===== src/hdl/hdrr_pkg.sv =====
// types, constants and the percent table of the rate-of-rise scaler
package hdrr_pkg;

  localparam int DETECTORS = 256;
  localparam int WINDOW    = 8;
  localparam int DET_AW    = $clog2(DETECTORS);
  localparam int ROW_W     = WINDOW * 8;
  localparam int PROD_W    = 15;
  localparam int RECIP_SH  = 19;

  localparam logic [7:0] TYPE_HEAT    = 8'h44;
  localparam logic [7:0] TYPE_PASS_LO = 8'h40;
  localparam logic [7:0] TYPE_PASS_HI = 8'h43;
  localparam logic [7:0] HOT_RESET    = 8'd65;

  // floor(x / 100) == (x * RECIP) >> RECIP_SH for x below 2^15
  localparam logic [12:0]       RECIP     = 13'd5243;
  localparam logic [PROD_W-1:0] SAT_LIMIT = 15'd25600;

  localparam logic [6:0] PCT_RISE5_HOT = 7'd107;
  localparam logic [6:0] PCT_RISE5     = 7'd108;
  localparam logic [6:0] PCT_RISE4     = 7'd106;
  localparam logic [6:0] PCT_RISE3     = 7'd104;
  localparam logic [6:0] PCT_RISE2     = 7'd100;
  localparam logic [6:0] PCT_RISE1     = 7'd96;
  localparam logic [6:0] PCT_FLAT      = 7'd92;

  typedef enum logic [1:0] {
    KIND_SCALE,
    KIND_PASS,
    KIND_HOLD
  } kind_t;

  typedef struct packed {
    kind_t             kind;
    logic [7:0]        value;
    logic [PROD_W-1:0] prod;
  } scale_req_t;

  function automatic logic [6:0] pick_percent(logic signed [8:0] rise,
                                              logic [7:0] newest,
                                              logic [7:0] hot);
    logic [6:0] pct;
    if (rise >= 9'sd5) begin
      pct = (newest > hot) ? PCT_RISE5_HOT : PCT_RISE5;
    end else if (rise == 9'sd4) begin
      pct = PCT_RISE4;
    end else if (rise == 9'sd3) begin
      pct = PCT_RISE3;
    end else if (rise == 9'sd2) begin
      pct = PCT_RISE2;
    end else if (rise == 9'sd1) begin
      pct = PCT_RISE1;
    end else begin
      pct = PCT_FLAT;
    end
    return pct;
  endfunction

endpackage


===== src/hdl/hdrr_window.sv =====
// window update, rise classification and percent multiply
module hdrr_window
  import hdrr_pkg::*;
(
  input  logic [7:0]       req_type,
  input  logic [7:0]       sample,
  input  logic [7:0]       hot_level,
  input  logic [ROW_W-1:0] rd_row,
  input  logic             rd_vld,
  input  logic             fwd_hit,
  input  logic [ROW_W-1:0] fwd_row,
  output logic [ROW_W-1:0] new_row,
  output scale_req_t       req
);

  logic [ROW_W-1:0] cur_row;
  logic [7:0]       oldest;
  logic signed [8:0] rise;
  logic [6:0]       pct;

  always_comb begin
    if (fwd_hit) begin
      cur_row = fwd_row;
    end else if (rd_vld) begin
      cur_row = rd_row;
    end else begin
      cur_row = '0;
    end
    new_row = {sample, cur_row[ROW_W-1:8]};
    oldest  = new_row[7:0];
    rise    = $signed({1'b0, sample}) - $signed({1'b0, oldest});
    pct     = pick_percent(rise, sample, hot_level);

    req.value = sample;
    req.prod  = PROD_W'({7'b0, sample} * {8'b0, pct});
    if (req_type == TYPE_HEAT) begin
      req.kind = (oldest == 8'd0) ? KIND_PASS : KIND_SCALE;
    end else if (req_type >= TYPE_PASS_LO && req_type <= TYPE_PASS_HI) begin
      req.kind = KIND_PASS;
    end else begin
      req.kind = KIND_HOLD;
    end
  end

endmodule


===== config.mk =====
export PLATFORM = sky130hd
export DESIGN_NAME = hdrr_window
export DESIGN_NICKNAME = d
export VERILOG_FILES = /design/src/hdl/hdrr_pkg.sv /design/src/hdl/hdrr_window.sv
export SDC_FILE = /design/constraint.sdc
export NUM_CORES = 1
export LEC_CHECK = 0
export BUFFER_PORTS_ARGS = -buffer_cell sky130_fd_sc_hd__buf_4
export CORE_AREA = 2 2 94 96
export DETAILED_ROUTE_END_ITERATION = 7
export DIE_AREA = 0 0 96 98
export GPL_ROUTABILITY_DRIVEN = 0
export PLACE_DENSITY = 0.79
export SYNTH_ARGS = -nofsm -noshare
export SYNTH_HDL_FRONTEND = slang
export SYNTH_SLANG_ARGS = --single-unit

===== constraint.sdc =====
create_clock -name vclk -period 11.65
set_input_delay 1.7475 -clock vclk [all_inputs]
set_output_delay 1.7475 -clock vclk [all_outputs]
set_load 0.02 [all_outputs]

* Word level (Yosys, flattened, before mapping)
Cells that the tools add are included.
** Word-level totals
- Word-level logic and storage cells :: 24
- Register bits after elaboration :: 0
- Input port bits :: 154
- Output and inout bits :: 89
** Operators by class
- Reductions and logical operators :: 2
- Magnitude comparators :: 4
- Multiplexer cells :: 11
- Add/sub/neg operators :: 1
- Equality and inequality tests :: 5
- Multiply operators :: 1
** Operators by type and width (number)
- 64-bit two-way mux :: 2
- 6-bit two-way mux :: 5
- 9-bit by 3-bit == test with 1-bit output (second input constant) :: 2
- 8-bit by 7-bit multiplier with 15-bit output :: 1
- 9-bit by 2-bit == test with 1-bit output (second input constant) :: 1
- 9-bit by 4-bit == test with 1-bit output (second input constant) :: 1
- 9-bit by 4-bit >= comparator with 1-bit output (second input constant) :: 1
- 8-bit by 8-bit subtractor with 9-bit output :: 1
- 8-bit by 7-bit == test with 1-bit output (second input constant) :: 1
- 8-bit by 7-bit >= comparator with 1-bit output (second input constant) :: 1
- 8-bit > comparator :: 1
- 8-bit by 7-bit less-or-equal comparator with 1-bit output (second input constant) :: 1
- 8-bit zero test :: 1
- 2-bit two-way mux :: 2
- 3-bit two-way mux :: 1
- 1-bit logical AND :: 1
- 1-bit two-way mux :: 1

* Depth between registers and ports, before layout
Gate-level depths: netlist (run 1).
- Depth in word-level cells :: 10
- Mapped depth :: 27
- Depth with buffers taken out :: 26

* Worst setup path after synthesis (run 1)
Ideal clock, no wire load.
- Path kind :: in2out
- Start point :: input port rd_vld
- End point :: output port req[13] (netlist bit)
- Buffers on the path :: 1
- Arrival :: 7.993 ns
- Slack :: 1.909 ns
- Stages :: 24
- Required time :: 9.903 ns
- Cell sequence :: nor2b_1 > clkbuf_1 > a22o_1 > ha_1 > inv_1 > ha_1 > a2111oi_4 > nor4_1 > nor4_4 > o2111ai_4 > nor4b_4 > nor2b_1 > fa_1 > fa_1 > fa_1 > inv_1 > fa_1 > inv_1 > ha_1 > a21o_1 > a31o_2 > a41oi_1 > a21oi_1 > xor2_1
** RTL lines
- start, declared :: line hdrr_window.sv:9 : input logic rd_vld,
- end, declared :: line hdrr_window.sv:13 : output scale_req_t req

==> impl_metrics.csv, run 1 <==
group,metric,value,unit
layout,nFillCells,767,
critical_path,critPathKind,"in2out",
die,start_util,0.398,
route,drt-initial-drc-count,138,
layout,clock_buffers,0,
critical_path,cp.arrival,8.96,ns
global_route,overflow,0,
clock_network,cts_resized,0,
global_route,grt_pass1_wl,19.5,mm
timing,relSlewSlack,0.232,
global_route,grt_max_degree,63,
timing,finalCriticalPeriod,10.71,ns
layout,n_antenna_cell,0,
route,drc,0,
route,ant_nets,0,
die,die_h,98,um
route,dr.pass1.iters,5,
die,core_area,8470,sq um
route,wl_per_cell,17.5,um
placed_design,dpl.hpwl,10.7,mm
synth,synth_cell_types,57,
route,vias_per_cell,5.54,
timing,finalHoldViolations,0,
die,std_cell_rows,34,
critical_path,worstSetupStartpointType,"input port",
critical_path,cp_common_cell,"inv_1",
die,ios,243,
synth,syn-num-nets,648,
pwr,ir_worst_vdd,0.242,mV
timing,drv_slew,0,
pwr,p_leak,2.73,nW
placed_design,port_buffers,227,
global_route,antenna_found_initial,0,
critical_path,crit_path_start,"fwd_hit",
outcome,status,"completed",
synth,synth_area,3370,sq um
timing,timing.hold.ws,3.78,ns
synth,synth_area_leader_cell,"ha_1",
pwr,p_per_area,156,nW/um^2
timing,worst_pin_slew,1.15,ns
timing,setup_viol,0,
layout,multiInputGateArea,2960,sq um
synth,synth_commonest_cells,"62 x inv_1, 50 x ha_1, 49 x a22o_1",
critical_path,crit_cells,27,
layout,seq_area,0,sq um
synth,yosys-top-cells-area,"ha_1 19%, fa_1 17%, a22o_1 13%",
critical_path,crit_path_end_kind,"output pin",
critical_path,path_buf_inv,6,
die,die_w,96,um
job,cap_violations,0,
global_route,grt.total_usage,0.258,
timing,period_share,0.919,
timing,max_freq,0.0934,GHz
clock_network,postCtsSetupRepairBufs,0,
critical_path,cp.required,9.90,ns
timing,rsz0062_at_grt,"no",
critical_path,cp-endpoint,"req[14]",
synth,yosys_warnings,0,
timing,fin_tns_setup,0,ns
layout,seq_cell_count,0,
route,num_vias,3990,
layout,nets,847,
global_route,grt_pass1_vias,3920,
clock_network,cts.hold.buffers_added,0,
synth,yosysTopAreaCellShare,0.186,
layout,drive_gt1_frac,0.399,
route,drt-total-wl,12.6,mm
synth,ys_seq_area_frac,0,
critical_path,cp_top_family,"compound AO/OA/AOI/OAI gates",
critical_path,cp_slowest_stage_delay,0.89,ns
synth,syn_avg_cell_area,8.11,sq um
min_path,hp-class,"in2out",
synth,syn_inst,415,
synth,yosysMostFrequentCell,"inv_1",
layout,syn_to_final_growth,49.9,%
critical_path,cp_slowest_cell,"o21bai_1",
critical_path,crit_fanout,62,
die,die_area,9410,sq um
==> power breakdown <==
part	internal, mW	leakage (nW)	total [mW]	switching, mW
combinational	0.352	2.73	0.785	0.434
sequential	0	0	0	0
clock	0	0	0	0
==> kinds of logic after synthesis <==
family / synth area share
fa+ha+maj: 0.358
compound gates: 0.323
buf+inv: 0.124
xor+xnor: 0.0442
simple gates: 0.151
==> how the worst min path moves through the flow <==
stage	depth (start not counted)	slack (ns)	startpoint	to
floorplan	1	3.61	sample[0]	new_row[56]
global placement	2	3.79	sample[0]	new_row[56]
detailed placement	2	3.79	sample[0]	new_row[56]
CTS	2	3.79	sample[0]	new_row[56]
global route	2	3.81	sample[0]	new_row[56]
finish	2	3.78	sample[0]	req[15]
==> through the flow <==
stage / total power, mW / std cells / setup WS (ns) / util / cell area (sq um)
6_report: 0.785 / 720 / 0.943 / 0.596 / 5050
5_1_grt: 0.872 / 720 / 0.359 / 0.596 / 5050
4_1_cts: 0.791 / 720 / 1.03 / 0.596 / 5050
3_5_place_dp: 0.785 / 720 / 1.06 / 0.596 / 5050
3_3_place_gp: 0.765 / 720 / 1.27 / 0.596 / 5050
2_1_floorplan: 0.526 / 415 / 1.91 / - / 3370
==> layer usage <==
metal	track usage	vias up	wire [um]
li1	-	1884	-
met1	0.333	1878	4900
met2	0.431	204	6100
met3	0.0640	24	1290
met4	0.0549	0	294
met5	0	-	0
==> layout make-up <==
type / count / area share
inverter: 63 / 0.0469
multi-input combinational: 320 / 0.586
tap: 108 / 0.0268
timing repair buffer: 229 / 0.341
==> cell usage in the layout, fill, tap and decap left out, types with 3 or more instances in the layout <==
cell / instances
a22o_1: 49
xor2_1: 9
nor2_1: 7
o21ai_1: 4
o21bai_1: 4
nor2b_1: 7
nor3_1: 8
or2_2: 4
buf_4: 229
nand2_1: 20
and2_1: 11
o21ai_0: 5
a21o_1: 3
nand2b_1: 6
a22oi_1: 7
inv_1: 62
a21boi_1: 5
a41oi_1: 6
a21oi_1: 21
fa_1: 29
ha_1: 50
xnor2_1: 8
a31oi_1: 3
nand3_1: 13
o21a_1: 5
Note: power is estimated with default switching activity, not from simulation.
==> run 2, diff against run 1 <==
--- a/config.mk
+++ b/config.mk
@@ -6,11 +6,14 @@
 export NUM_CORES = 1
 export LEC_CHECK = 0
 export BUFFER_PORTS_ARGS = -buffer_cell sky130_fd_sc_hd__buf_4
-export CORE_AREA = 2 2 94 96
+export CELL_PAD_IN_SITES_DETAIL_PLACEMENT = 1
+export CELL_PAD_IN_SITES_GLOBAL_PLACEMENT = 1
+export CORE_MARGIN = 2
+export CORE_UTILIZATION = 29
 export DETAILED_ROUTE_END_ITERATION = 7
-export DIE_AREA = 0 0 96 98
 export GPL_ROUTABILITY_DRIVEN = 0
-export PLACE_DENSITY = 0.79
+export GPL_TIMING_DRIVEN = 0
+export PLACE_DENSITY_LB_ADDON = 0.1
 export SYNTH_ARGS = -nofsm -noshare
 export SYNTH_HDL_FRONTEND = slang
 export SYNTH_SLANG_ARGS = --single-unit
==> run 2 against run 1 <==
Net effect: critical path depth shrank 2; highest routed layer unchanged; global-route usage is 5.2 points lower; critical path type unchanged; cell area is 4.0% higher.
==> impl_metrics.csv, run 2 (synthesis results as in run 1) <==
group,metric,value,unit
layout,drive_gt1_frac,0.402,
outcome,status,"completed",
timing,finalHoldViolations,0,
layout,seq_area,0,sq um
layout,nFillCells,1439,
clock_network,cts.hold.buffers_added,0,
die,die_area,12500,sq um
critical_path,crit_path_end_kind,"output pin",
layout,nets,877,
global_route,grt_pass1_vias,4252,
route,wl_per_cell,17.2,um
route,num_vias,4034,
die,start_util,0.296,
route,drt-total-wl,13.5,mm
pwr,pwr-share-seq,0,
layout,final_common_cell,"buf_4",
route,drt-initial-drc-count,194,
layout,n_antenna_cell,0,
min_path,hp-class,"in2out",
clock_network,cts_resized,0,
die,core_area,11400,sq um
layout,multiInputGateArea,2950,sq um
timing,period_share,0.910,
global_route,overflow,0,
layout,syn_to_final_growth,55.9,%
layout,seq_cell_count,0,
timing,max_freq,0.0944,GHz
critical_path,cp.required,9.90,ns
pwr,switching_share,0.553,
global_route,grt_max_degree,13,
route,drc,0,
pwr,ir_worst_vdd,0.162,mV
global_route,grtUsageMet1,0.264,
placed_design,port_buffers,227,
critical_path,critPathKind,"in2out",
die,die_h,112,um
global_route,grt_use_met2,0.387,
pwr,p_int,0.354,mW
pwr,p_switching,0.439,mW
global_route,antenna_found_initial,0,
pwr,power.share.combinational,1.000,
timing,finalCriticalPeriod,10.60,ns
pwr,p_leak,2.81,nW
die,std_cell_rows,39,
timing,relSlewSlack,0.583,
layout,clock_buffers,0,
layout,fin_area,5250,sq um
timing,drv_slew,0,
timing,rsz0062_at_grt,"no",
global_route,grt-busiest-layer,"met2",
critical_path,cp.arrival,8.85,ns
pwr,p_clk_frac,0,
global_route,grt_pass1_wl,21.3,mm
global_route,grt.total_usage,0.205,
die,die_w,112,um
timing,fin_tns_setup,0,ns
route,ant_nets,0,
pwr,p_per_area,151,nW/um^2
job,cap_violations,0,
timing,setup_viol,0,
route,vias_per_cell,5.14,
global_route,use_met3,0.0245,
layout,layout_common_cells,"243 x buf_4, 62 x inv_1, 50 x ha_1, 49 x a22o_1, 29 x fa_1",
timing,worst_pin_slew,0.625,ns
placed_design,place_area,5250,sq um
die,ios,243,
clock_network,postCtsSetupRepairBufs,0,
route,dr.pass1.iters,4,
critical_path,worstSetupStartpointType,"input port",
critical_path,crit_fanout,10,
placed_design,dpl.hpwl,11.8,mm
[run 2: final cells by class]
| cell class | count | share of cell area |
|---|---|---|
| multi-input cells | 320 | 0.562 |
| plain buffers | 32 | 0.0346 |
| inverters | 63 | 0.0450 |
| well taps | 143 | 0.0341 |
| repair buffers | 227 | 0.325 |
[run 2: power by group through the flow]
stage | logic [mW] | clock network [mW] | registers (mW)
after global placement | 0.780 | 0 | 0
after global routing | 0.880 | 0 | 0
after floorplan | 0.526 | 0 | 0
after detailed placement | 0.799 | 0 | 0
after CTS | 0.805 | 0 | 0
final | 0.793 | 0 | 0
[run 2: final timing paths]
path              startpoint  cells past startpoint  slack [ns]           to
setup / recovery     fwd_hit                     25        1.05      req[13]
hold / removal     sample[1]                      3        3.81  new_row[57]
[run 2: critical path, cell delays in order]
cell and delay, ns:
buf_4 0.14, nor2b_1 0.11, clkbuf_1 0.36, a22oi_1 0.17
ha_1 0.32, or3_1 0.45, a2111o_1 0.44, nand2_1 0.09
xor2_1 0.30, o2111ai_4 0.28, nor4b_4 0.60, nor2b_1 0.14
fa_1 0.58, fa_1 0.44, fa_1 0.54, inv_1 0.05
fa_1 0.53, inv_1 0.04, ha_1 0.36, a21o_1 0.18
a31o_2 0.23, a41oi_1 0.29, a21oi_1 0.13, xor2_1 0.15
buf_4 0.16
[run 2: metal layers]
layer  vias up  share of wire  routed length (um)
li1       1936              -                   -
met1      1966           0.41                5480
met2       128           0.54                7240
met3         4          0.053                 713
met4         0         0.0039                  53
met5         -              0                   0
[run 2: metrics by stage]
step / setup WS (ns) / total power [mW] / hold WS [ns] / util / instances
floorplan: 1.91 / 0.526 / 3.61 / - / 415
global placement: 1.24 / 0.780 / 3.81 / 0.462 / 785
detailed placement: 1.08 / 0.799 / 3.81 / 0.462 / 785
CTS: 1.06 / 0.805 / 3.81 / 0.462 / 785
global route: 0.599 / 0.880 / 3.82 / 0.462 / 785
finish: 1.05 / 0.793 / 3.81 / 0.462 / 785
