===== config.mk =====
export PLATFORM = sky130hd
export DESIGN_NAME = hdrr_scale
export DESIGN_NICKNAME = d
export VERILOG_FILES = /design/src/hdl/hdrr_pkg.sv /design/src/hdl/hdrr_scale.sv
export SDC_FILE = /design/constraint.sdc
export NUM_CORES = 1
export LEC_CHECK = 0
export ABC_AREA = 0
export BUFFER_PORTS_ARGS = -buffer_cell sky130_fd_sc_hd__buf_4
export CAP_MARGIN = 0
export CORE_ASPECT_RATIO = 1.1
export CORE_MARGIN = 2
export CORE_UTILIZATION = 30
export DETAILED_ROUTE_END_ITERATION = 6
export GPL_ROUTABILITY_DRIVEN = 0
export REMOVE_ABC_BUFFERS = 1
export SETUP_SLACK_MARGIN = 0.02
export SLEW_MARGIN = 15
export SYNTH_ARGS = -nofsm -noshare
export SYNTH_HDL_FRONTEND = slang
export SYNTH_SLANG_ARGS = --single-unit

===== constraint.sdc =====
create_clock -name vclk -period 12.95
set_clock_uncertainty 0.2 [all_clocks]
set_input_delay 3.885 -clock vclk [all_inputs]
set_output_delay 3.885 -clock vclk [all_outputs]
set_load 0.02 [all_outputs]

===== src/hdl/hdrr_pkg.sv =====
// types, constants and the percent table of the rate-of-rise scaler
package hdrr_pkg;

  localparam int DETECTORS = 256;
  localparam int WINDOW    = 8;
  localparam int DET_AW    = $clog2(DETECTORS);
  localparam int ROW_W     = WINDOW * 8;
  localparam int PROD_W    = 15;
  localparam int RECIP_SH  = 19;

  localparam logic [7:0] TYPE_HEAT    = 8'h44;
  localparam logic [7:0] TYPE_PASS_LO = 8'h40;
  localparam logic [7:0] TYPE_PASS_HI = 8'h43;
  localparam logic [7:0] HOT_RESET    = 8'd65;

  // floor(x / 100) == (x * RECIP) >> RECIP_SH for x below 2^15
  localparam logic [12:0]       RECIP     = 13'd5243;
  localparam logic [PROD_W-1:0] SAT_LIMIT = 15'd25600;

  localparam logic [6:0] PCT_RISE5_HOT = 7'd107;
  localparam logic [6:0] PCT_RISE5     = 7'd108;
  localparam logic [6:0] PCT_RISE4     = 7'd106;
  localparam logic [6:0] PCT_RISE3     = 7'd104;
  localparam logic [6:0] PCT_RISE2     = 7'd100;
  localparam logic [6:0] PCT_RISE1     = 7'd96;
  localparam logic [6:0] PCT_FLAT      = 7'd92;

  typedef enum logic [1:0] {
    KIND_SCALE,
    KIND_PASS,
    KIND_HOLD
  } kind_t;

  typedef struct packed {
    kind_t             kind;
    logic [7:0]        value;
    logic [PROD_W-1:0] prod;
  } scale_req_t;

  function automatic logic [6:0] pick_percent(logic signed [8:0] rise,
                                              logic [7:0] newest,
                                              logic [7:0] hot);
    logic [6:0] pct;
    if (rise >= 9'sd5) begin
      pct = (newest > hot) ? PCT_RISE5_HOT : PCT_RISE5;
    end else if (rise == 9'sd4) begin
      pct = PCT_RISE4;
    end else if (rise == 9'sd3) begin
      pct = PCT_RISE3;
    end else if (rise == 9'sd2) begin
      pct = PCT_RISE2;
    end else if (rise == 9'sd1) begin
      pct = PCT_RISE1;
    end else begin
      pct = PCT_FLAT;
    end
    return pct;
  endfunction

endpackage


===== src/hdl/hdrr_scale.sv =====
// divide by one hundred, saturate and pick the result
module hdrr_scale
  import hdrr_pkg::*;
(
  input  scale_req_t req,
  input  logic [7:0] last_result,
  output logic [7:0] result
);

  logic [27:0] q_full;
  logic        sat;

  always_comb begin
    q_full = 28'(req.prod) * 28'(RECIP);
    sat    = (req.prod >= SAT_LIMIT);
    case (req.kind)
      KIND_SCALE: result = sat ? 8'hFF : q_full[RECIP_SH+7:RECIP_SH];
      KIND_PASS:  result = req.value;
      default:    result = last_result;
    endcase
  end

endmodule


==> Word level (Yosys, flattened, before mapping) <==
Cells that the tools add are included.
{ "totals": {"input_bits": 33, "ff_bits": 0, "elab_cells": 6, "out_inout_bits": 8} }
{ "classes": {"multipliers": 1, "muxes": 2, "n_lt_le_gt_ge": 1, "n_eq_ne": 1, "n_reduce_logical": 1} }
{ "ops": {"columns": ["op", "n"], "rows": [
  ["multiplier 15 x 13 -> 27 bit (second input constant)", 1],
  ["one-hot mux 8 bit (2 select lines)", 1],
  [">= comparator 15 bit (second input constant)", 1],
  ["two-way mux 8 bit", 1],
  ["equality test 2 x 1 -> 1 bit (second input constant)", 1],
  ["zero test 2 bit", 1]
]} }

==> Depth between registers and ports, before layout <==
Gate-level depths: netlist of run 1.
{ "logic_depth": {"word_depth": 3, "mapped_depth": 17, "ltp_nobuf": 17} }

==> Worst setup path before layout of run 1 <==
No wires, ideal clock.
{ "synth_timing": {"path_kind": "input to output", "from": "in req[11] (netlist bit)", "to": "out result[1]", "path_buffers": 0, "path_stages": 17, "t_arrival_ps": 8309, "required_ps": 8865, "slack_ps": 556, "cell_sequence": "fa_1 > ha_1 > inv_1 > fa_1 > inv_1 > fa_1 > inv_1 > fa_1 > inv_1 > ha_1 > a21o_1 > a21oi_1 > o21ai_0 > a21oi_1 > nand2_1 > and4b_1 > o41ai_1"} }
{ "synth_via": {"elab_chain_cells": 3, "elab_cells_between_ends": 4, "cone_classes": "mul: 1; order compare: 1; mux: 2"} }
{ "synth_rtl": {"columns": ["element", "line", "rtl"], "rows": [
  ["start: declaration", "hdrr_scale.sv:5", "input scale_req_t req,"],
  ["multiplier 15 x 13 -> 27 bit / >= comparator 15 bit (equally long branches)", "hdrr_scale.sv:14, hdrr_scale.sv:15", null],
  ["two-way mux 8 bit *", "hdrr_scale.sv:17", "KIND_SCALE: result = sat ? 8'hFF : q_full[RECIP_SH+7:RECIP_SH];"],
  ["one-hot mux 8 bit (2 select lines) *", "hdrr_scale.sv:16", "case (req.kind)"],
  ["end: declaration", "hdrr_scale.sv:7", "output logic [7:0] result"]
]} }
Every way passes the cells marked *; elsewhere a longest branch is shown, timed or not.

==> Worst setup path after layout of run 1 <==
{ "layout_timing": {"from": "in req[9] (netlist bit)", "to": "out result[1]"} }
The elaborated chain is that of the path after synthesis.

==> out/results.txt, run 1 <==
status: finished clean
Buffers on Ports: 41
DPL Wire Length: 7800 um
diode count: 0
ratio of cells with drive above 1 in the final layout: 10.0%
Initial DRC Count: 107
crit share post-route: 97.4%
cell with the most instances after synthesis: inv_1
clock power share: 0%
vias in the first global route: 2998
Tmin final: 12.61 ns
area delta synth->final: 12.6%
Synth Warn #: 0
distinct cell type count after synthesis: 42
Max transition margin: 55.7%
Total GRT Usage: 12.2%
Cell Pwr Density: 155 nW/um^2
Final setup viols: 0
max-cap violation count: 0
Crit Path Category: in -> out
core area: 13000 um^2
I/O Pins: 41
Hold Vio Cnt, Final: 0
CP Capture Type: output pin
Mean Syn Cell Area: 9.20 um^2
clock buffer count: 0
Reg power frac: 0%
fillers: 1367
Fmax achieved: 79.3 MHz
Net Switching: 405 uW
storage element area: 0 um^2
CP Data Required Time: 8.86 ns
sw frac: 58.5%
highest net fanout along the worst path: 7
hold crit path type: in -> out
Setup Fix Bufs, Post-CTS: 0
Hold Startpoint: last_result[1]
Startpoint Class: primary input
first-pass GRT wire length: 14100 um
ANT nets after route: 0
placed cells: 629
WL per Instance: 13.2 um
Post-CTS Resized: 0
post-synth top area share: 34.3%
max-slew violation count: 0
RSZ-0062 raised after global routing: no
leakage: 2.52 nW
post-synthesis sequential area ratio: 0%
largest net degree at the start of global routing: 10
Crit path arrival time: 8.52 ns
initial antenna violation count: 0
Critical Path Source: req[9]
width of the die: 114 um
sequential cell count: 0
Post-Syn Instances: 431
post-place setup slack: 0.321 ns
Die H: 125 um
leading area contributor after synthesis: fa_1
combinational power share: 100.0%
Die ar.: 14100 um^2
DR pass1 iterations: 4
Int Pwr: 288 uW
vias: 2894
top cells by area, synth: fa_1, ha_1, inv_1
Post-synth top cells: inv_1, ha_1, fa_1
final wirelength: 8320 um
Slew @ Worst Pin: 0.659 ns
Layout Cells excl Fill: 629
Worst Setup Slack, final: 0.340 ns
# DRC: 0
Initial Utilization: 30.4%
Final TNS setup: 0 ns
Final #Nets: 677
drt via density: 4.60
row count: 44
CTS hold repair buffers: 0
Synth Cell Area: 3960 um^2
VDD IR max: 0.0000953 V
grt total ovfl: 0
## kinds of logic (layout without fill, tap and decap cells)
kind of cell	count (synthesis)	after routing	share of synthesized area, %
adder cells (fa/ha/maj)	174	174	67.8
buffers and inverters	140	177	13.3
AO/OA/AOI/OAI	52	52	8.81
AND/OR/NAND/NOR	52	52	7.10
XOR/XNOR	9	9	1.99
multiplexers	4	4	1.01
## critical path: stages
cell and delay (ns):
buf_4 0.16, fa_1 0.48, ha_1 0.30, inv_1 0.05, fa_1 0.48, inv_1 0.06, fa_1 0.53, inv_1 0.06
fa_1 0.57, inv_1 0.05, ha_1 0.34, a21oi_1 0.20, and3_1 0.18, o21ai_0 0.07, a21oi_1 0.24, nand2_1 0.11
and4b_1 0.21, o41ai_1 0.34, buf_4 0.20
## metrics by stage
| step | hold slack, ns | cell area [um^2] | util [%] | power, mW |
|---|---|---|---|---|
| 2_1_floorplan | 7.73 | 3950 | - | 0.526 |
| 3_3_place_gp | 7.87 | 4460 | 34.2 | 0.684 |
| 3_5_place_dp | 7.87 | 4460 | 34.2 | 0.700 |
| 4_1_cts | 7.87 | 4460 | 34.2 | 0.707 |
| 5_1_grt | 7.89 | 4460 | 34.2 | 0.809 |
| 6_report | 7.87 | 4460 | 34.2 | 0.693 |
## worst paths after layout
path                        end  slack [ns]  depth (start not counted)
worst max-delay path  result[1]        0.34                         19
worst min-delay path  result[1]        7.87                          4
## layout by cell type (no fill, tap or decap), types with 4 or more instances in the layout
| master | netlist | final |
|---|---|---|
| o21ai_0 | 6 | 6 |
| mux2i_1 | 4 | 4 |
| xnor2_1 | 7 | 7 |
| o22ai_1 | 4 | 4 |
| nand4_1 | 6 | 6 |
| inv_1 | 136 | 136 |
| a21oi_1 | 16 | 16 |
| nor2_1 | 9 | 9 |
| nand2_1 | 12 | 12 |
| a21o_1 | 9 | 9 |
| ha_1 | 106 | 106 |
| nand3_1 | 10 | 10 |
| buf_4 | 0 | 41 |
| fa_1 | 68 | 68 |
## cell type report
type	count	area, um^2	share of cell area [%]
inverters	136	510	11.4
well taps	161	201	4.51
multi-input cells	291	3440	77.1
repair buffers	41	308	6.90
## power groups by stage
stage | clock network, mW | logic (mW) | registers [mW]
6_report | 0 | 0.693 | 0
2_1_floorplan | 0 | 0.526 | 0
5_1_grt | 0 | 0.809 | 0
3_3_place_gp | 0 | 0.684 | 0
3_5_place_dp | 0 | 0.700 | 0
4_1_cts | 0 | 0.707 | 0
## per-layer routing
layer / wire length [um] / part of all wire [%] / global-route usage (%) / up-vias
met4: 0 / 0 / 0.143 / 0
met1: 3870 / 47 / 17.7 / 1413
met5: 0 / 0 / 0 / -
met3: 288 / 3.5 / 1.36 / 0
li1: - / - / - / 1446
met2: 4160 / 50 / 20.7 / 35
Power figures use the tool's default switching activity.
==> run 2, diff against run 1 <==
Settings changed: ABC_AREA 0 to 1.
==> run 2 against run 1 <==
  * Non-clock buffer count unchanged
  * Synthesized area is 11% higher
  * Count of clock-buffer cells in the layout did not move
  * Critical endpoint is now result[2]
  * Largest cell class unchanged
  * Largest power group unchanged
==> out/results.txt, run 2 <==
distinct cell type count after synthesis: 23 (-45%)
met3 WL: 231 um (-20%)
Slew @ Worst Pin: 0.865 ns (+0.206 ns)
core area: 14400 um^2 (+10%)
crit share post-route: 94.1% (-3.3 points)
Final TNS setup: 0 ns (unchanged)
Die H: 131 um (+5.3%)
Fmax achieved: 82.1 MHz (+3.5%)
highest net fanout along the worst path: 8 (+1)
post-synthesis sequential area ratio: 0% (unchanged)
row count: 46 (+4.5%)
ratio of cells with drive above 1 in the final layout: 7.70% (-2.3 points)
status: finished clean
first-pass GRT wire length: 16700 um (+18%)
Critical Path Source: req[10]
crit path to: result[2]
sequential cell count: 0 (unchanged)
Tmin final: 12.18 ns (-0.426 ns)
Hold Vio Cnt, Final: 0 (unchanged)
storage element area: 0 um^2 (unchanged)
DR pass1 iterations: 4 (unchanged)
diode count: 0 (unchanged)
# DRC: 0 (unchanged)
Synth Warn #: 0 (unchanged)
clock buffer count: 0 (unchanged)
Cell Pwr Density: 188 nW/um^2 (+21%)
Synth Cell Area: 4410 um^2 (+11%)
hold slack final: 7.88 ns (+0.0123 ns)
Max transition margin: 42.3% (-13 points)
Setup Fix Bufs, Post-CTS: 0 (unchanged)
Crit path arrival time: 8.10 ns (-0.42 ns)
Startpoint Class: primary input
wire length on met2: 4370 um (+5.1%)
buffers plus inverters on the worst setup path: 6 (unchanged)
post-synth top area share: 30.8% (-3.5 points)
multi-input logic area: 3730 um^2 (+8.3%)
Total GRT Usage: 12.8% (+0.58 points)
fillers: 1572 (+15%)
max-cap violation count: 0 (unchanged)
Post-Syn Instances: 583 (+35%)
crit path cell chain: buf_4, fa_1, ha_1, inv_1, fa_1, inv_1, fa_1, inv_1, fa_1, inv_1, ha_1, a21oi_1, a21boi_0, nor2_1, nor2_1, nand3_1, nand2_1, nand3_1, nand2_1, nand2_1, buf_4
Initial DRC Count: 144 (+35%)
Buffers on Ports: 41 (unchanged)
vias in the first global route: 3492 (+16%)
hold crit path type: in -> out
Worst path max stage delay: 0.53 ns (-0.04 ns)
cell with the most instances after synthesis: inv_1
max-slew violation count: 0 (unchanged)
leakage: 2.96 nW (+17%)
WL met1: 4720 um (+22%)
commonest non-fill, non-tap cells in the layout: inv_1, ha_1, nand2_1, fa_1, buf_4
width of the die: 120 um (+5.3%)
Crit Path Category: in -> out
CTS hold repair buffers: 0 (unchanged)
Post-CTS Resized: 0 (unchanged)
Initial Utilization: 30.7% (+0.29 points)
final wirelength: 9350 um (+12%)
I/O Pins: 41 (unchanged)
top cells by area, synth: fa_1, ha_1, inv_1
CP max stage cell: fa_1
leading area contributor after synthesis: fa_1
top sig layer: met4
area delta synth->final: 12.2%
Final #Nets: 832 (+23%)
RSZ-0062 raised after global routing: no
Post-synth top cells: inv_1, ha_1, nand2_1
WL per Instance: 11.5 um (-13%)
vias: 3374 (+17%)
Mean Syn Cell Area: 7.57 um^2 (-18%)
CP Capture Type: output pin
Levels on crit path: 21 (+2)
CP Data Required Time: 8.86 ns (about the same)
Die ar.: 15700 um^2 (+11%)
largest net degree at the start of global routing: 11 (+1)
commonest non-fill, non-tap cell in the layout: inv_1
DPL Wire Length: 8900 um (+14%)
CP top delay family: adder cells
Final setup viols: 0 (unchanged)
grt total ovfl: 0 (unchanged)
VDD IR max: 0.0000737 V (-23%)
drt via density: 4.14 (-10%)
initial antenna violation count: 0 (unchanged)
ANT nets after route: 0 (unchanged)
[run 2: cell count changes after synthesis, sizes merged, moves of 5 or more]
cell / before / now
a21oi: 16 / 21
a21o: 9 / 3
nand2: 12 / 103
inv: 136 / 181
nor2: 9 / 37
a22o: 0 / 7
nand3: 11 / 27
xnor2: 7 / 2
[run 2: layer usage]
metal / up-vias / GRT usage (%)
li1: 1848 / -
met1: 1478 / 19.3
met2: 46 / 21.5
met3: 2 / 0.174
met4: 0 / 0.523
met5: - / 0
[run 2: power breakdown]
part | internal [mW] | switching [mW]
Sequential | 0 | 0
Clock | 0 | 0
Combinational | 0.339 | 0.592
Total | 0.339 | 0.592
[run 2: cell type report]
| cell class | instances | share of cell area, % |
|---|---|---|
| Multi-Input combinational cell | 401 | 75.2 |
| Timing Repair Buffer | 41 | 6.21 |
| Tap cell | 192 | 4.85 |
| Inverter | 181 | 13.7 |
[run 2: cells by family after synthesis]
family | count (synthesis) | synth area share (%)
buf+inv | 182 | 15.6
xor+xnor | 3 | 0.596
fa+ha+maj | 174 | 60.9
simple gates | 181 | 17.2
compound gates | 43 | 5.76
[run 2: how the worst min path moves through the flow]
stage / slack, ns / depth (start not counted) / end / startpoint
floorplan: 7.78 / 2 / result[3] / req[18]
global placement: 7.89 / 4 / result[3] / req[18]
detailed placement: 7.89 / 4 / result[3] / last_result[3]
CTS: 7.89 / 4 / result[3] / last_result[3]
global route: 7.93 / 4 / result[3] / req[18]
finish: 7.88 / 4 / result[3] / last_result[3]
[run 2: stage by stage]
| stage | cell area (um^2) | worst slack (ns) | total power [mW] | util [%] | instances |
|---|---|---|---|---|---|
| after floorplan | 4410 | 1.26 | 0.713 | - | 582 |
| after global placement | 4950 | 0.753 | 0.939 | 34.4 | 815 |
| after detailed placement | 4950 | 0.776 | 0.934 | 34.4 | 815 |
| after CTS | 4950 | 0.754 | 0.944 | 34.4 | 815 |
| after global routing | 4950 | 0.430 | 1.11 | 34.4 | 815 |
| final | 4950 | 0.766 | 0.932 | 34.4 | 815 |
==> run 3, diff against run 2 <==
Settings changed: CORE_ASPECT_RATIO 1.1 to 0.7.
==> run 3 against run 2 <==
  * Core utilization decreased by 0.32 points
  * Largest cell class unchanged
  * Via count rose by 2.8%
  * Critical path type unchanged
  * Total power up 2.0%
  * Critical endpoint is now result[4]
  * Final area barely moved
  * Fmax is 0.79% lower
  * Sequential cell count unchanged
  * Global-route usage rose by 1.1 points
  * Critical path depth decreased by 1
  * Die area barely moved
==> out/results.txt, run 3 (synthesis results as in run 2) <==
Die H: 105 um (-20%)
multi-input logic area: 3730 um^2 (unchanged)
fillers: 1576 (+0.25%)
grt total ovfl: 0 (unchanged)
row count: 37 (-20%)
vias in the first global route: 3745 (+7.2%)
GR Layer Usage met3: 1.47% (+1.3 points)
Int Pwr: 344 uW (+1.4%)
post-layout util: 34.1% (-0.32 points)
Max transition margin: 41.7% (-0.63 points)
max-slew violation count: 0 (unchanged)
Reg power frac: 0% (unchanged)
ratio of cells with drive above 1 in the final layout: 7.70% (unchanged)
Cell Pwr Density: 192 nW/um^2 (+1.9%)
area delta synth->final: 12.3% (about the same)
CP Data Required Time: 8.86 ns (about the same)
Final setup viols: 0 (unchanged)
status: finished clean
crit share post-route: 94.8% (+0.75 points)
GR Layer Usage met2: 20.4% (-1.1 points)
commonest non-fill, non-tap cell in the layout: inv_1
gr busiest metal: met1
first-pass GRT wire length: 17800 um (+6.6%)
core area: 14500 um^2 (+1.0%)
# DRC: 0 (unchanged)
sw frac: 63.8% (+0.23 points)
drt via density: 4.24 (+2.5%)
Total GRT Usage: 13.9% (+1.1 points)
clock buffer count: 0 (unchanged)
sequential cell count: 0 (unchanged)
vias: 3470 (+2.8%)
VDD IR max: 0.0000922 V (+25%)
DR pass1 iterations: 4 (unchanged)
Startpoint Class: primary input
leakage: 2.96 nW (unchanged)
highest net fanout along the worst path: 8 (unchanged)
hold crit path type: in -> out
Die ar.: 15700 um^2 (about the same)
global routing usage on met1: 22.4% (+3.0 points)
WL per Instance: 11.9 um (+4.0%)
DPL Wire Length: 9230 um (+3.7%)
crit path to: result[4]
Critical Path Source: req[10]
width of the die: 149 um (+25%)
Final #Nets: 832 (unchanged)
largest net degree at the start of global routing: 11 (unchanged)
storage element area: 0 um^2 (unchanged)
Setup Fix Bufs, Post-CTS: 0 (unchanged)
final wirelength: 9760 um (+4.4%)
Final TNS setup: 0 ns (unchanged)
Post-CTS Resized: 0 (unchanged)
Buffers on Ports: 41 (unchanged)
Slew @ Worst Pin: 0.874 ns (+0.00944 ns)
combinational power share: 100.0% (about the same)
RSZ-0062 raised after global routing: no
Crit path arrival time: 8.20 ns (+0.10 ns)
ANT nets after route: 0 (unchanged)
diode count: 0 (unchanged)
clock power share: 0% (unchanged)
Crit Path Category: in -> out
I/O Pins: 41 (unchanged)
crit path cell chain: buf_4, fa_1, ha_1, inv_1, fa_1, inv_1, fa_1, inv_1, fa_1, inv_1, ha_1, a21oi_1, o21ai_0, a21oi_1, nand3_1, nand2_1, nand2_1, o21ai_0, nand2_1, buf_4
Net Switching: 607 uW (+2.4%)
Tmin final: 12.28 ns (+0.0973 ns)
initial antenna violation count: 0 (unchanged)
Initial Utilization: 30.4% (-0.31 points)
Fmax achieved: 81.4 MHz (-0.79%)
CP max stage cell: fa_1
max-cap violation count: 0 (unchanged)
CP Capture Type: output pin
Initial DRC Count: 94 (-35%)
commonest non-fill, non-tap cells in the layout: inv_1, ha_1, nand2_1, fa_1, buf_4
Hold Vio Cnt, Final: 0 (unchanged)
Worst path max stage delay: 0.53 ns (about the same)
CTS hold repair buffers: 0 (unchanged)
==> run 3: cell counts in the layout (fill, tap and decap cells not counted) <==
No cell type changed its count.
==> run 3: worst min-delay path by stage <==
| stage | slack [ns] | cells after the start | start | to |
|---|---|---|---|---|
| floorplan | 7.78 | 2 | req[18] | result[3] |
| global placement | 7.89 | 4 | last_result[3] | result[3] |
| detailed placement | 7.90 | 4 | last_result[3] | result[3] |
| CTS | 7.90 | 4 | last_result[3] | result[3] |
| global route | 7.93 | 4 | last_result[3] | result[3] |
| finish | 7.89 | 4 | last_result[3] | result[3] |
==> run 3: layout make-up <==
type	instances	share of cell area, %
inverter	181	13.7
multi-input combinational	401	75.2
tap	195	4.92
timing repair buffer	41	6.21
==> run 3: routing by layer <==
layer | routed length (um) | share of wire [%] | vias up
met5 | 0 | 0 | -
li1 | - | - | 1846
met3 | 499 | 5.1 | 8
met2 | 3580 | 37 | 71
met1 | 5560 | 57 | 1545
met4 | 120 | 1.2 | 0
==> run 3: power by group through the flow <==
stage                     Clock, mW  Combinational, mW  Sequential (mW)
after detailed placement          0              0.945                0
after floorplan                   0              0.713                0
after global routing              0               1.12                0
final                             0              0.950                0
after global placement            0              0.951                0
after CTS                         0              0.958                0
==> run 3: critical path: cells and delay by family <==
family / cells / cell delay (ns)
adder cells (fa/ha/maj): 6 / 2.67
buffers and inverters: 6 / 0.54
AO/OA/AOI/OAI: 4 / 0.77
AND/OR/NAND/NOR: 4 / 0.34
==> run 3: through the flow <==
stage	setup slack [ns]	power, mW	cell area [um^2]	hold slack (ns)	instances
2_1_floorplan	1.26	0.713	4410	7.78	582
3_3_place_gp	0.676	0.951	4960	7.89	818
3_5_place_dp	0.716	0.945	4960	7.90	818
4_1_cts	0.678	0.958	4960	7.90	818
5_1_grt	0.339	1.12	4960	7.93	818
6_report	0.669	0.950	4960	7.89	818
